### src/rtl/core/bitmap_block_allocator_core_defines.svh
// ----------------------------------------------------------------------------
// bitmap block allocator assertion macros
// shared property wrappers for the allocator core
// ----------------------------------------------------------------------------
`ifndef BITMAP_BLOCK_ALLOCATOR_CORE_DEFINES_SVH
`define BITMAP_BLOCK_ALLOCATOR_CORE_DEFINES_SVH

// consequent must hold in the same cycle
`define BBA_ASSERT_SAME(label, clk, rst_n, ante, cons) \
    label: assert property (@(posedge clk) disable iff (!rst_n) (ante) |-> (cons)) \
        else $error("same-cycle check failed");

// consequent must hold in the cycle after the antecedent
`define BBA_ASSERT_NEXT(label, clk, rst_n, ante, cons) \
    label: assert property (@(posedge clk) disable iff (!rst_n) (ante) |=> (cons)) \
        else $error("next-cycle check failed");

`endif

### src/rtl/core/bba_pkg.sv
// ----------------------------------------------------------------------------
// bba_pkg
// widths, command codes and shared types of the bitmap block allocator
// ----------------------------------------------------------------------------
package bba_pkg;

    localparam int MAP_BYTES_DEF = 512;
    localparam int CMD_W         = 2;
    localparam int IDX_W         = 9;
    localparam int BYTE_W        = 8;
    localparam int BIT_W         = 3;
    localparam int BLK_W         = 12;
    localparam int DATA_W        = 24;

    localparam logic [CMD_W-1:0] CMD_WRITE = 2'd0;
    localparam logic [CMD_W-1:0] CMD_READ  = 2'd1;
    localparam logic [CMD_W-1:0] CMD_ALLOC = 2'd2;

    typedef struct packed {
        logic              found;
        logic [BIT_W-1:0]  bit_idx;
        logic [BYTE_W-1:0] set_byte;
    } pick_t;

endpackage

### src/rtl/core/bba_bit_pick.sv
// ----------------------------------------------------------------------------
// bba_bit_pick
// finds the lowest clear bit of a bitmap byte and the byte with it set
// ----------------------------------------------------------------------------
module bba_bit_pick
    import bba_pkg::*;
(
    input  logic [BYTE_W-1:0] byte_in,
    output pick_t             pick
);

    always_comb
    begin
        pick.found    = 1'b0;
        pick.bit_idx  = '0;
        pick.set_byte = byte_in;
        // walk down so the lowest clear bit wins
        for (int i = BYTE_W - 1; i >= 0; i--)
        begin
            if (!byte_in[i])
            begin
                pick.found   = 1'b1;
                pick.bit_idx = BIT_W'(i);
            end
        end
        if (pick.found)
        begin
            pick.set_byte = byte_in | (BYTE_W'(1) << pick.bit_idx);
        end
    end

endmodule

### config.mk
export PLATFORM = sky130hd
export DESIGN_NAME = bba_bit_pick
export DESIGN_NICKNAME = d
export VERILOG_FILES = /design/src/rtl/core/bitmap_block_allocator_core_defines.svh /design/src/rtl/core/bba_pkg.sv /design/src/rtl/core/bba_bit_pick.sv
export SDC_FILE = /design/constraint.sdc
export NUM_CORES = 1
export LEC_CHECK = 0
export ABC_AREA = 1
export BUFFER_PORTS_ARGS = -buffer_cell sky130_fd_sc_hd__buf_2
export CAP_MARGIN = 20
export CORE_AREA = 2 2 39 41
export DETAILED_ROUTE_END_ITERATION = 6
export DIE_AREA = 0 0 41 43
export PLACE_DENSITY = 0.48
export SKIP_LAST_GASP = 1
export SLEW_MARGIN = 0
export SYNTH_ARGS = -nofsm -noshare
export SYNTH_HDL_FRONTEND = slang
export SYNTH_SLANG_ARGS = --single-unit
### constraint.sdc
create_clock -name vclk -period 0.85
set_clock_uncertainty 0.1 [all_clocks]
set_input_delay 0.17 -clock vclk [all_inputs]
set_output_delay 0.17 -clock vclk [all_outputs]
set_load 0.01 [all_outputs]
# Word-level counts from Yosys, hierarchy flattened
# Cells that the tools add are included.
classes:
  mux: 9
  bitwise_logic: 1
  n_shift: 1
ops:
  columns: ["operator", "n"]
  rows:
  - ["4-bit 2-to-1 mux", 8]
  - ["8-bit 2-to-1 mux", 1]
  - ["8-bit OR", 1]
  - ["1-bit by 3-bit << shifter with 8-bit output, first input constant", 1]
word_totals:
  in_bits: 8
  output_inout_bits: 12
  register_bits: 0
  wordCells: 11

# Longest topological paths before layout
logic_depth:
  depth_word: 11
  mapped_depth: 8
  ltp_nobuf: 8

# Worst setup path before layout
# Ideal clock, no wire load.
synth_timing:
  path_type: "input -> output"
  start: "input port byte_in[7]"
  end: "output port pick[8] in the netlist's numbering"
  n_path_buf: 0
  required_time_ns: 0.580
  path_stages: 7
  arrival_ns: 0.752
  setup_slack_ns: -0.172
  cell_sequence: "inv_1 > nand2_1 > nand2_1 > nand2_1 > nand2_1 > nand2_1 > a21boi_0"
synth_rtl:
  columns: ["element", "line_no", "source"]
  rows:
  - ["start, declared", "bba_bit_pick.sv:8", "input logic [BYTE_W-1:0] byte_in,"]
  - ["end, declared", "bba_bit_pick.sv:9", "output pick_t pick"]

==> flow_metrics.env <==
export IMPL_rsz0062_at_grt="true"
export IMPL_holdWs_ps=526.2
export IMPL_regArea_um2=0
export IMPL_leakage_nw=0.2640
export IMPL_yosys_warnings=0
export IMPL_drtPass1Iterations=1
export IMPL_grt_pass1_wl_um=931
export IMPL_crit_path_end_kind="output pin"
export IMPL_min_period_over_period=1.349
export IMPL_vias_per_cell=3.934
export IMPL_final_hold_viol_count=0
export IMPL_status="finished, violations left"
export IMPL_synth_top_family_by_area="simple AND/OR/NAND/NOR gates"
export IMPL_grt_ovfl_total=0
export IMPL_drive_above_1_share=0.7500
export IMPL_cp_data_required_time_ps=580
export IMPL_drt_wl_total_um=610
export IMPL_tns_ps=-1715
export IMPL_nFlopsAndLatches=0
export IMPL_antenna_cells=0
export IMPL_start_util=0.1203
export IMPL_die_area_um2=1763
export IMPL_grt_usage=0.06893
export IMPL_layout_setup_ws_ps=-296.9
export IMPL_ys_types=12
export IMPL_die_w_um=41
export IMPL_cellPowerDensity_nw_per_um2=475.3
export IMPL_synth_top_cell_area_share=0.3609
export IMPL_antenna_found_initial=0
export IMPL_grt_pass1_vias=224
export IMPL_drtAntennaViolNets=0
export IMPL_syn_num_nets=43
export IMPL_wl_per_cell_um=8.026
export IMPL_post_dp_cell_area_um2=354.1
export IMPL_period_needed_ps=1147
export IMPL_synth_simple_area_share=0.6617
export IMPL_worstPathArrival_ps=880
export IMPL_maxCapViolCount=0
export IMPL_synth_compound_area_share=0.1353
export IMPL_slew_viol_final=0
export IMPL_setup_viol_count_final=11
export IMPL_seq_area_frac_synth=0
export IMPL_die_y_um=43
export IMPL_violations="setup timing"
export IMPL_p_total_uw=249.2
export IMPL_syn_area_um2=166.4
export IMPL_synth_area_leaders="nand2_1 36%, inv_1 14%, o21bai_1 9.0%"
export IMPL_worstHoldPathType="input port to output pin"
export IMPL_rows=14
export IMPL_clkbuf_count=0
export IMPL_area_growth_pct=215.0
export IMPL_ir_worst_vdd_uv=172.2
export IMPL_finish_net_count=70
export IMPL_synthCells=35
export IMPL_portBuffers=19
export IMPL_synthAdderAreaFrac=0
export IMPL_post_route_drc_count=0
export IMPL_synth_xor_area_frac=0
export IMPL_io_pins=20
export IMPL_postLayoutCellArea_um2=524.3
export IMPL_start_kind="input port"
export IMPL_place_hpwl_um=482.8
export IMPL_crit_type="input port to output pin"
export IMPL_fmax_mhz=871.9
export IMPL_num_vias=299
export IMPL_drt_iter0_markers=0
export IMPL_coreArea_um2=1384
export IMPL_synth_mux_area_frac=0
export IMPL_synth_avg_cell_area_um2=4.755
export IMPL_gp_congestion=0.8004
export IMPL_yosys_area_top_type="nand2_1"
export IMPL_grt_max_degree=5
export IMPL_cp_max_fo=3
==> logic make-up after synthesis <==
| family | count (synthesis) |
|---|---|
| AOI/OAI and AO/OA | 3 |
| buffers and inverters | 7 |
| other | 1 |
| and+or+nand+nor | 24 |
==> final timing paths <==
path  slack, ps       start       to  cells past startpoint
max        -300  byte_in[6]  pick[7]                      9
min         530  byte_in[0]  pick[1]                      3
==> power breakdown <==
group	switching, mW	leakage (nW)	internal (mW)
clock	0	0	0
combinational	0.109	0.264	0.140
sequential	0	0	0
==> cell usage in the layout, fill, tap and decap left out, types with 3 or more instances in the layout <==
| master | instances |
|---|---|
| buf_2 | 7 |
| buf_4 | 4 |
| buf_6 | 10 |
| buf_8 | 4 |
| inv_1 | 3 |
| nand2_1 | 5 |
| nand2_2 | 7 |
| nand2_4 | 3 |
==> cells in the mapped netlist <==
master     n
inv_1      6
nand4_1    2
o21bai_1   2
nor2_1     2
nand3_1    1
a21boi_0   1
nand4_2    1
nand2_1   16
buf_4      1
conb_1     1
nor2_2     1
or2_2      1
==> area by class of cell <==
type	count	area, µm²
fill	150	859.6
tap	16	20.02
multi-input combinational	28	219.0
inverter	6	27.53
timing repair buffer	26	257.7
==> worst max-delay path, stage by stage <==
cell,delay (ps)
buf_8,110
nand2_8,70
inv_2,30
nor2_2,100
nand2_2,60
nand2_2,80
nand4_1,80
nand2_1,70
buf_2,120
==> stage by stage <==
step                      worst slack, ps  cells    util
after floorplan                    -89.20     35       -
after global placement             -358.7     75  0.2559
after detailed placement           -374.4     75  0.2559
final                              -296.9     76  0.3788
after global routing               -358.0     76  0.3788
after CTS                          -315.9     76  0.3201
==> timing repair <==
action                                  4_1_cts  5_1_grt
endpoints found under the setup margin       11       11
hold buffers                                  0        0
gates resized for setup                      24       23
endpoints found under the hold margin         0        0
setup buffers                                 1        0
pin swaps                                    10       15
==> metal layers <==
| metal | GRT usage | routed length, µm | part of all wire | up-vias |
|---|---|---|---|---|
| li1 | - | - | - | 158 |
| met2 | 0.1063 | 322 | 0.53 | 11 |
| met5 | 0 | 0 | 0 | - |
| met3 | 0 | 40 | 0.066 | 0 |
| met4 | 0 | 0 | 0 | 0 |
| met1 | 0.1108 | 248 | 0.41 | 130 |
No activity file was read; power rests on OpenSTA's default activity.
